[config.mk]
export PLATFORM = sky130hd
export DESIGN_NAME = buddy_block_allocator
export DESIGN_NICKNAME = d
export VERILOG_FILES = /design/src/sv/bba_pkg.sv /design/src/sv/bba_ram.sv /design/src/sv/bba_row_unit.sv /design/src/sv/buddy_block_allocator.sv
export VERILOG_INCLUDE_DIRS = /design/src /design/src/sv
export SDC_FILE = /design/constraint.sdc
export NUM_CORES = 1
export LEC_CHECK = 0
export ABC_AREA = 1
export BUFFER_PORTS_ARGS = -buffer_cell sky130_fd_sc_hd__buf_2
export CAP_MARGIN = 20
export CORE_AREA = 5 5 197 199
export DETAILED_ROUTE_END_ITERATION = 6
export DIE_AREA = 0 0 202 204
export PLACE_DENSITY = 0.66
export SYNTH_ARGS = -nofsm -noshare
export SYNTH_HDL_FRONTEND = slang
export SYNTH_HIERARCHICAL = 1
export SYNTH_SLANG_ARGS = --single-unit
[constraint.sdc]
create_clock -name clk -period 12.9 [get_ports clk]
set_input_delay 0.645 -clock clk [delete_from_list [all_inputs] [get_ports clk]]
set_output_delay 0.645 -clock clk [all_outputs]
set_load 0.1 [all_outputs]
[src/sv/buddy_block_allocator_macros.svh]
// Assertion macros used by the allocator source.
`ifndef BUDDY_BLOCK_ALLOCATOR_MACROS_SVH
`define BUDDY_BLOCK_ALLOCATOR_MACROS_SVH

// Checked on every clock edge outside reset.
`define BBA_CHECK(label, prop, msg) \
  label: assert property (@(posedge clk) disable iff (rst) prop) \
    else $error(msg);

// Checked on every clock edge, reset included.
`define BBA_CHECK_RST(label, prop, msg) \
  label: assert property (@(posedge clk) prop) \
    else $error(msg);

`endif

[src/sv/bba_pkg.sv]
package bba_pkg;

  // Fixed geometry: 1 KiB managed space
  localparam int MEM_LOG2       = 10;
  localparam int ADDR_W         = 10;
  localparam int SIZE_W         = 11;
  localparam int STATUS_W       = 3;
  localparam int DEF_MAX_SPLITS = 5;

  // Command codes
  localparam logic CMD_ALLOC = 1'b0;
  localparam logic CMD_FREE  = 1'b1;

  // Result status codes
  localparam logic [STATUS_W-1:0] ST_OK       = 3'd0;
  localparam logic [STATUS_W-1:0] ST_OOM      = 3'd1;
  localparam logic [STATUS_W-1:0] ST_BAD_ADDR = 3'd2;
  localparam logic [STATUS_W-1:0] ST_BAD_SIZE = 3'd3;
  localparam logic [STATUS_W-1:0] ST_ALREADY  = 3'd4;

  // Operations of the shared row unit
  typedef enum logic [1:0] {
    OP_CLR_FIRST,
    OP_CLR_BIT,
    OP_SET_BUDDY,
    OP_CLR_RANGE
  } row_op_t;

  typedef struct packed {
    row_op_t    op;
    logic [3:0] span;   // log2 of range length for OP_CLR_RANGE
  } row_ctl_t;

  typedef struct packed {
    logic any;          // some block in the row is free
    logic hit;          // block at idx is free
  } row_stat_t;

  // Smallest c with 2^c >= v (0 for v of 0 or 1)
  function automatic logic [3:0] ceil_log2_size(input logic [SIZE_W-1:0] v);
    logic [3:0] r;
    r = '0;
    for (int i = 0; i < SIZE_W; i++) begin
      if (v > (SIZE_W'(1) << i)) r = 4'(i + 1);
    end
    return r;
  endfunction

  // Position of the highest set bit
  function automatic logic [3:0] floor_log2_size(input logic [SIZE_W-1:0] v);
    logic [3:0] r;
    r = '0;
    for (int i = 0; i < SIZE_W; i++) begin
      if (v[i]) r = 4'(i);
    end
    return r;
  endfunction

endpackage

[src/sv/bba_ram.sv]
module bba_ram #(
  parameter int WIDTH = 32,
  parameter int DEPTH = 6
) (
  input  logic                                    clk,
  input  logic                                    we,
  input  logic [((DEPTH > 1) ? $clog2(DEPTH) : 1)-1:0] waddr,
  input  logic [WIDTH-1:0]                        wdata,
  input  logic                                    re,
  input  logic [((DEPTH > 1) ? $clog2(DEPTH) : 1)-1:0] raddr,
  output logic [WIDTH-1:0]                        rdata
);

  logic [WIDTH-1:0] mem [DEPTH];

  // One write port, one registered read port
  always_ff @(posedge clk) begin
    if (we) mem[waddr] <= wdata;
    if (re) rdata <= mem[raddr];
  end

endmodule

[src/sv/bba_row_unit.sv]
module bba_row_unit #(
  parameter int ROW_W = 32,
  parameter int IDX_W = 5
) (
  input  logic [ROW_W-1:0]   row_in,
  input  logic [IDX_W-1:0]   idx,
  input  bba_pkg::row_ctl_t  ctl,
  output logic [ROW_W-1:0]   row_out,
  output bba_pkg::row_stat_t stat,
  output logic [IDX_W-1:0]   first
);

  import bba_pkg::*;

  always_comb begin
    logic [IDX_W-1:0] tgt;
    logic [IDX_W-1:0] bit_i;

    // Lowest free block in the row
    first = '0;
    for (int i = ROW_W - 1; i >= 0; i--) begin
      if (row_in[i]) first = IDX_W'(i);
    end

    // Flags
    stat.any = |row_in;
    stat.hit = 1'b0;
    for (int i = 0; i < ROW_W; i++) begin
      if (IDX_W'(i) == idx) stat.hit = row_in[i];
    end

    // Target bit of the update
    case (ctl.op)
      OP_CLR_FIRST: tgt = first;
      OP_SET_BUDDY: tgt = idx ^ IDX_W'(1);
      default:      tgt = idx;
    endcase

    // Row update
    row_out = row_in;
    for (int i = 0; i < ROW_W; i++) begin
      bit_i = IDX_W'(i);
      case (ctl.op)
        OP_CLR_FIRST, OP_CLR_BIT: begin
          if (bit_i == tgt) row_out[i] = 1'b0;
        end
        OP_SET_BUDDY: begin
          if (bit_i == tgt) row_out[i] = 1'b1;
        end
        OP_CLR_RANGE: begin
          // idx is aligned to 2^span, so the range is one masked match
          if (((bit_i ^ idx) >> ctl.span) == '0) row_out[i] = 1'b0;
        end
        default: ;
      endcase
    end
  end

endmodule

[src/sv/buddy_block_allocator.sv]
// Buddy allocator over a 1 KiB space, split down to a minimum block of
// 1024 >> S bytes (S = min(MAX_SPLITS, 10)). Each request is one beat on the
// s_ side and yields exactly one result beat on the m_ side. Free flags live
// in a small RAM with one row per tree level, and one row unit does every
// search, bit test and row update, one read-modify-write of one level at a
// time. A request may be turned away at decode; an allocate climbs from the
// level wanted toward the root to find a free block, then splits down, or
// finds none; a free tests the block and the levels above it, then merges
// buddies and clears the rows below. The block takes no new request while
// one is in progress; a finished result sits in the output register until
// taken, while the next request is already accepted. No pass is needed
// after reset.
`include "buddy_block_allocator_macros.svh"

module buddy_block_allocator #(
  parameter int MAX_SPLITS = bba_pkg::DEF_MAX_SPLITS
) (
  input  logic        clk,
  input  logic        rst,
  input  logic        s_tvalid,
  output logic        s_tready,
  input  logic [31:0] s_tdata,   // request_size[10:0], block_address[20:11], free_size[31:21]
  input  logic        s_tuser,   // cmd[0]
  output logic        m_tvalid,
  input  logic        m_tready,
  output logic [23:0] m_tdata    // status[2:0], granted_address[12:3], granted_size[23:13]
);

  import bba_pkg::*;

  localparam int S      = (MAX_SPLITS < MEM_LOG2) ? MAX_SPLITS : MEM_LOG2;
  localparam int ROW_W  = 1 << S;
  localparam int DEPTH  = S + 1;
  localparam int LVL_W  = (S > 0) ? $clog2(S + 1) : 1;
  localparam int IDX_W  = (S > 0) ? S : 1;
  localparam logic [ADDR_W-1:0] MIN_MASK = ADDR_W'((1 << (MEM_LOG2 - S)) - 1);
  localparam logic [SIZE_W-1:0] MIN_BLK  = SIZE_W'(1 << (MEM_LOG2 - S));
  localparam logic [SIZE_W-1:0] MEM_BYTES = SIZE_W'(1 << MEM_LOG2);

  typedef enum logic [3:0] {
    IDLE, DECODE,
    A_RD, A_CHK, S_RD, S_WR, GRANT,
    F_RD, F_CHK, M_RD, M_CHK, C_RD, C_WR,
    DONE
  } state_t;

  state_t state;

  // Request registers
  logic              cmd;
  logic [SIZE_W-1:0] req_size;
  logic [ADDR_W-1:0] blk_addr;
  logic [SIZE_W-1:0] fsz;

  // Walk registers
  logic [LVL_W-1:0]  lvl;
  logic [LVL_W-1:0]  want;
  logic [LVL_W-1:0]  lvl_keep;
  logic [IDX_W-1:0]  pos;
  logic [IDX_W-1:0]  apos;
  logic [IDX_W-1:0]  clr_lo;
  logic [3:0]        span;
  logic [DEPTH-1:0]  row_ok;

  // Result registers
  logic [STATUS_W-1:0] res_status;
  logic [ADDR_W-1:0]   res_addr;
  logic [SIZE_W-1:0]   res_size;

  // Row RAM and row unit hookup
  logic              ram_we, ram_re;
  logic [ROW_W-1:0]  ram_rd, row_eff, row_new;
  logic              rd_ok;
  logic [LVL_W-1:0]  rd_lvl;
  logic [IDX_W-1:0]  unit_idx, unit_first;
  row_ctl_t          ctl;
  row_stat_t         stat;

  // Decode results
  logic              dec_oom;
  logic [LVL_W-1:0]  dec_want;
  logic [STATUS_W-1:0] dec_fstat;
  logic [LVL_W-1:0]  dec_flvl;
  logic [IDX_W-1:0]  dec_fpos;

  assign s_tready = (state == IDLE);

  bba_ram #(.WIDTH(ROW_W), .DEPTH(DEPTH)) u_rows (
    .clk   (clk),
    .we    (ram_we),
    .waddr (lvl),
    .wdata (row_new),
    .re    (ram_re),
    .raddr (lvl),
    .rdata (ram_rd)
  );

  // Rows never written read as their reset value: only the root is free
  assign row_eff = rd_ok ? ram_rd : ((rd_lvl == '0) ? ROW_W'(1) : '0);

  bba_row_unit #(.ROW_W(ROW_W), .IDX_W(IDX_W)) u_unit (
    .row_in  (row_eff),
    .idx     (unit_idx),
    .ctl     (ctl),
    .row_out (row_new),
    .stat    (stat),
    .first   (unit_first)
  );

  // Request decode: level wanted by an allocate, operand checks of a free
  always_comb begin
    logic [3:0] c4, w4, fl4;
    c4       = ceil_log2_size(req_size);
    w4       = 4'(MEM_LOG2) - c4;
    dec_oom  = (req_size > MEM_BYTES);
    dec_want = (w4 > 4'(S)) ? LVL_W'(S) : LVL_W'(w4);

    fl4       = 4'(MEM_LOG2) - floor_log2_size(fsz);
    dec_flvl  = LVL_W'(fl4);
    dec_fpos  = IDX_W'(blk_addr >> (4'(MEM_LOG2) - fl4));
    if ((blk_addr & MIN_MASK) != '0) begin
      dec_fstat = ST_BAD_ADDR;
    end else if (fsz == '0 || (fsz & (fsz - SIZE_W'(1))) != '0 ||
                 fsz > MEM_BYTES || fsz < MIN_BLK) begin
      dec_fstat = ST_BAD_SIZE;
    end else if ((blk_addr & ADDR_W'(fsz - SIZE_W'(1))) != '0) begin
      dec_fstat = ST_BAD_ADDR;
    end else begin
      dec_fstat = ST_OK;
    end
  end

  // Row unit control and RAM strobes
  always_comb begin
    ctl.op   = OP_CLR_BIT;
    ctl.span = '0;
    unit_idx = pos;
    ram_we   = 1'b0;
    ram_re   = 1'b0;
    case (state)
      A_RD, S_RD, F_RD, M_RD, C_RD: ram_re = 1'b1;
      A_CHK: begin
        ctl.op = OP_CLR_FIRST;
        ram_we = stat.any;
      end
      S_WR: begin
        ctl.op = OP_SET_BUDDY;
        ram_we = 1'b1;
      end
      F_CHK: unit_idx = apos;
      M_CHK: begin
        // test the buddy; clear it to merge, else set this block
        unit_idx = pos ^ IDX_W'(1);
        ctl.op   = (lvl != '0 && stat.hit) ? OP_CLR_BIT : OP_SET_BUDDY;
        ram_we   = 1'b1;
      end
      C_WR: begin
        ctl.op   = OP_CLR_RANGE;
        ctl.span = span;
        unit_idx = clr_lo;
        ram_we   = 1'b1;
      end
      default: ;
    endcase
  end

  // Sequencer
  always_ff @(posedge clk) begin
    if (rst) begin
      state    <= IDLE;
      m_tvalid <= 1'b0;
      row_ok   <= '0;
      lvl      <= '0;
    end else begin
      if (ram_re) begin
        rd_ok  <= row_ok[lvl];
        rd_lvl <= lvl;
      end
      if (ram_we) row_ok[lvl] <= 1'b1;

      // Output register: loaded from DONE, cleared once taken
      if (state == DONE && (!m_tvalid || m_tready)) m_tvalid <= 1'b1;
      else if (m_tready) m_tvalid <= 1'b0;

      case (state)
        IDLE: begin
          if (s_tvalid) begin
            cmd      <= s_tuser;
            req_size <= s_tdata[10:0];
            blk_addr <= s_tdata[20:11];
            fsz      <= s_tdata[31:21];
            state    <= DECODE;
          end
        end
        DECODE: begin
          res_addr <= '0;
          res_size <= '0;
          if (cmd == CMD_ALLOC) begin
            if (dec_oom) begin
              res_status <= ST_OOM;
              state      <= DONE;
            end else begin
              lvl   <= dec_want;
              want  <= dec_want;
              state <= A_RD;
            end
          end else begin
            if (dec_fstat != ST_OK) begin
              res_status <= dec_fstat;
              state      <= DONE;
            end else begin
              lvl      <= dec_flvl;
              lvl_keep <= dec_flvl;
              pos      <= dec_fpos;
              apos     <= dec_fpos;
              state    <= F_RD;
            end
          end
        end
        A_RD: state <= A_CHK;
        A_CHK: begin
          if (stat.any) begin
            if (lvl == want) begin
              pos   <= unit_first;
              state <= GRANT;
            end else begin
              pos   <= unit_first << 1;
              lvl   <= lvl + LVL_W'(1);
              state <= S_RD;
            end
          end else if (lvl == '0) begin
            res_status <= ST_OOM;
            state      <= DONE;
          end else begin
            lvl   <= lvl - LVL_W'(1);
            state <= A_RD;
          end
        end
        S_RD: state <= S_WR;
        S_WR: begin
          if (lvl == want) begin
            state <= GRANT;
          end else begin
            pos   <= pos << 1;
            lvl   <= lvl + LVL_W'(1);
            state <= S_RD;
          end
        end
        GRANT: begin
          res_status <= ST_OK;
          res_addr   <= ADDR_W'(ADDR_W'(pos) << (4'(MEM_LOG2) - 4'(want)));
          res_size   <= MEM_BYTES >> want;
          state      <= DONE;
        end
        F_RD: state <= F_CHK;
        F_CHK: begin
          if (stat.hit) begin
            res_status <= ST_ALREADY;
            state      <= DONE;
          end else if (lvl == '0) begin
            lvl   <= lvl_keep;
            state <= M_RD;
          end else begin
            apos  <= apos >> 1;
            lvl   <= lvl - LVL_W'(1);
            state <= F_RD;
          end
        end
        M_RD: state <= M_CHK;
        M_CHK: begin
          if (lvl != '0 && stat.hit) begin
            pos   <= pos >> 1;
            lvl   <= lvl - LVL_W'(1);
            state <= M_RD;
          end else if (lvl == LVL_W'(S)) begin
            res_status <= ST_OK;
            state      <= DONE;
          end else begin
            clr_lo <= pos << 1;
            span   <= 4'd1;
            lvl    <= lvl + LVL_W'(1);
            state  <= C_RD;
          end
        end
        C_RD: state <= C_WR;
        C_WR: begin
          if (lvl == LVL_W'(S)) begin
            res_status <= ST_OK;
            state      <= DONE;
          end else begin
            clr_lo <= clr_lo << 1;
            span   <= span + 4'd1;
            lvl    <= lvl + LVL_W'(1);
            state  <= C_RD;
          end
        end
        DONE: begin
          if (!m_tvalid || m_tready) begin
            m_tdata <= {res_size, res_addr, res_status};
            state   <= IDLE;
          end
        end
        default: state <= IDLE;
      endcase
    end
  end

  `BBA_CHECK(a_ram_no_collide, !(ram_we && ram_re), "row read and write in one cycle")
  `BBA_CHECK(a_busy_after_beat, (s_tvalid && s_tready) |=> !s_tready, "ready after accepted beat")
  `BBA_CHECK(a_size_only_on_ok, (m_tvalid && (m_tdata[23:13] != '0)) |-> (m_tdata[2:0] == ST_OK), "size granted on failed request")
  `BBA_CHECK(a_level_in_tree, lvl <= LVL_W'(S), "level beyond tree depth")
  `BBA_CHECK_RST(a_reset_idle, rst |=> (s_tready && !m_tvalid), "not idle after reset")

endmodule
==> impl_metrics.ini <==
[layout]
drive_above_1_share_pct = 10.46
antenna_cells = 0
nFillCells = 3320
layout_common_cells = nand2_1 (561), edfxtp_1 (327), nand3_1 (252)
syn2layout_area_growth_pct = 10.16
final_common_cell = nand2_1
final_cells = 2586
nNetsFinal = 2145

[synth]
synth_cells = 2043
async_reset_ff_share_pct = 0
ys.flop_type = edfxtp_1
yosysSeqAreaShare_pct = 55.78
ys_warn_count = 6
synth-edff-count = 327
avgSynthCellArea_sq_um = 8.862
ys_ff_latch = 341
synth_area_sq_um = 18100
synth_cell_types = 62

[critical_path]
critical_path_class = flip-flop to flip-flop
crit_end = u_rows/mem[2][21]$_DFFE_PP_
start_kind = flip-flop
required_ps = 13130
reg2reg_depth = 36
crit_start = state[0]$_SDFFE_PP0P_
crit_top_cell = nor3_1
cp_max_fo = 19
endpoint_kind = flip-flop
r2r_slack_ps = 4750
timing.rr.start = state[0]$_SDFFE_PP0P_
crit_arrival_ps = 8380
worstReg2RegEnd = u_rows/mem[2][21]$_DFFE_PP_
slowest_delay_ps = 860
crit_slowest_cell = clkinv_1

[global_route]
grt_pass1_wl_um = 76760
antenna_found_initial = 0
grt_max_degree = 97
groute.usage.overall_pct = 23.66
grt_pass1_vias = 13968
gr-total-overflow = 0

[sta]
rsz0062_at_grt = no
tns_ps = 0
final_max_slew_viol_count = 0
fin_ws_ps = 4748
hold_viol_final = 0
fin_crit_ps = 8152
fin_crit_sh_pct = 63.19
tightest_slew_ps = 1166
maxSlewHeadroom_pct = 21.75
final-setup-viol-count = 0
finalClockSkew_ps = 16.89
max_freq_mhz = 122.7

[worst_hold_path]
hold_path_depth = 1
min-delay-start = s_tdata[2]
hold_path_class = primary input to flip-flop

[die]
die_h_um = 204
dieArea_sq_um = 41210
num_rows = 71
boundaryPins = 63
start_util_pct = 48.87
die_w_um = 202
core_sq_um = 37040

[placed_design]
dp_hpwl_um = 33090
dp_slack_ps = 4989
place_inst = 2519
routabilityCongestion = 0.9839
portBuffers = 59

[pwr]
powerDensity_nw_per_um2 = 216.4
p_int_uw = 2510
seq_power_share_pct = 36.5
clock_power_share_pct = 23.3
p_sw_share_pct = 41.83
power_switching_uw = 1805
ir_drop_mv = 0.1220
p_comb_share_pct = 40.1
p_leak_uw = 0.008199

[run]
drv_cap = 0

[clocking]
cts-htree-levels = 2
cts.sinks = 341
cts_setup_buffers = 0
clk_latency_ps = 560
cts_resized = 0
cts_hold_buf = 0
cts_buffer_depth = 3
cts_root_buf = clkbuf_16
cts_tree = done
cts_inserted_buffers = 37
clk_pin_slew_ps = 60

[detailed_routing]
post-route-drc-count = 0
first_pass_iters = 6
dr_total_vias = 14608
drt-total-wl_um = 49120
via_per_inst = 5.649
wl_per_cell_um = 19.00
postRouteAntennaNets = 0
drt-initial-drc-count = 1473

[status]
status = complete, no violations
[synth_stat cells (6+ instances only)]
cell type / number / share of area (%)
nand2_1: 561 / 12
edfxtp_1: 327 / 54
nand3_1: 253 / 7.0
nor2_1: 203 / 4.2
inv_1: 199 / 4.1
o21ai_0: 87 / 2.4
nand4_1: 43 / 1.5
a21oi_1: 42 / 1.2
clkbuf_1: 36 / 0.75
nor3_1: 25 / 0.69
ha_1: 23 / 1.6
a31oi_1: 19 / 0.66
inv_2: 19 / 0.39
o21bai_1: 16 / 0.66
buf_2: 15 / 0.41
nand2_2: 15 / 0.52
dfxtp_1: 14 / 1.5
nor4_1: 13 / 0.45
nor2_2: 11 / 0.38
buf_4: 10 / 0.41
o211ai_1: 9 / 0.37
buf_6: 8 / 0.50
o21ai_1: 8 / 0.22
o22ai_1: 7 / 0.24
buf_1: 6 / 0.12
[final cells by class]
class	count	area [sq um]	share of cell area, %
clock inverter	17	118.9	0.5960
clock buffer	49	1033	5.182
inverter	224	843.3	4.228
sequential	341	10100	50.67
timing repair buffer	78	437.9	2.196
tap	474	593.1	2.974
multi-input combinational	1403	6813	34.16
[cell families (layout without fill, tap and decap cells)]
family,count (synthesis),after routing,share of synthesized area (%)
compound gates,221,221,7.333
xor+xnor,6,6,0.3939
fa+ha+maj,23,23,1.590
buf+inv,301,368,6.980
flops,341,341,55.78
other cells,1,3,0.02071
simple gates,1150,1150,27.90
[critical path: cells and delay by family (launching register included)]
family / cells / cell delay (ps)
flip-flops: 1 / 330
buffers and inverters: 4 / 1110
AO/OA/AOI/OAI: 6 / 1380
AND/OR/NAND/NOR: 26 / 4990
[how the worst min path moves through the flow]
stage                                        to  slack [ps]
after floorplan            m_tdata[0]$_DFFE_PP_         400
after global placement    m_tdata[22]$_DFFE_PP_         400
after detailed placement   m_tdata[8]$_DFFE_PP_         410
after CTS                 req_size[0]$_DFFE_PP_         230
after global routing           fsz[9]$_DFFE_PP_         240
final                     req_size[2]$_DFFE_PP_         260
[power groups by stage]
stage                     registers, uW  logic (uW)  clock network, uW
final                              1580        1730               1010
after global routing               1590        1900               1080
after CTS                          1580        1690               1030
after detailed placement           1600        1690                  0
after global placement             1590        1660                  0
after floorplan                    1570        1210                  0
[state kept, by name (all words and copies together), names as in the netlist, 6 cells and up]
name,cells
u_rows/mem,192
u_rows/rdata,32
m_tdata,21
fsz,11
req_size,11
blk_addr,10
res_addr,10
res_size,8
row_ok,6
[layer usage]
layer | global-route usage, % | part of all wire [%]
met5 | 0 | 0
met2 | 37.23 | 45
met1 | 33.14 | 44
met4 | 9.253 | 3.4
met3 | 3.904 | 7.8
[through the flow]
step | instance area [sq um] | utilization, % | power, uW | hold WS, ps
after floorplan | 18110 | - | 2785 | 400.3
after global placement | 18780 | 50.71 | 3258 | 404.0
after detailed placement | 18780 | 50.71 | 3286 | 405.4
after CTS | 19940 | 53.82 | 4301 | 231.3
after global routing | 19940 | 53.84 | 4571 | 240.3
final | 19940 | 53.84 | 4315 | 260.8
No activity file was read; power rests on OpenSTA's default activity.
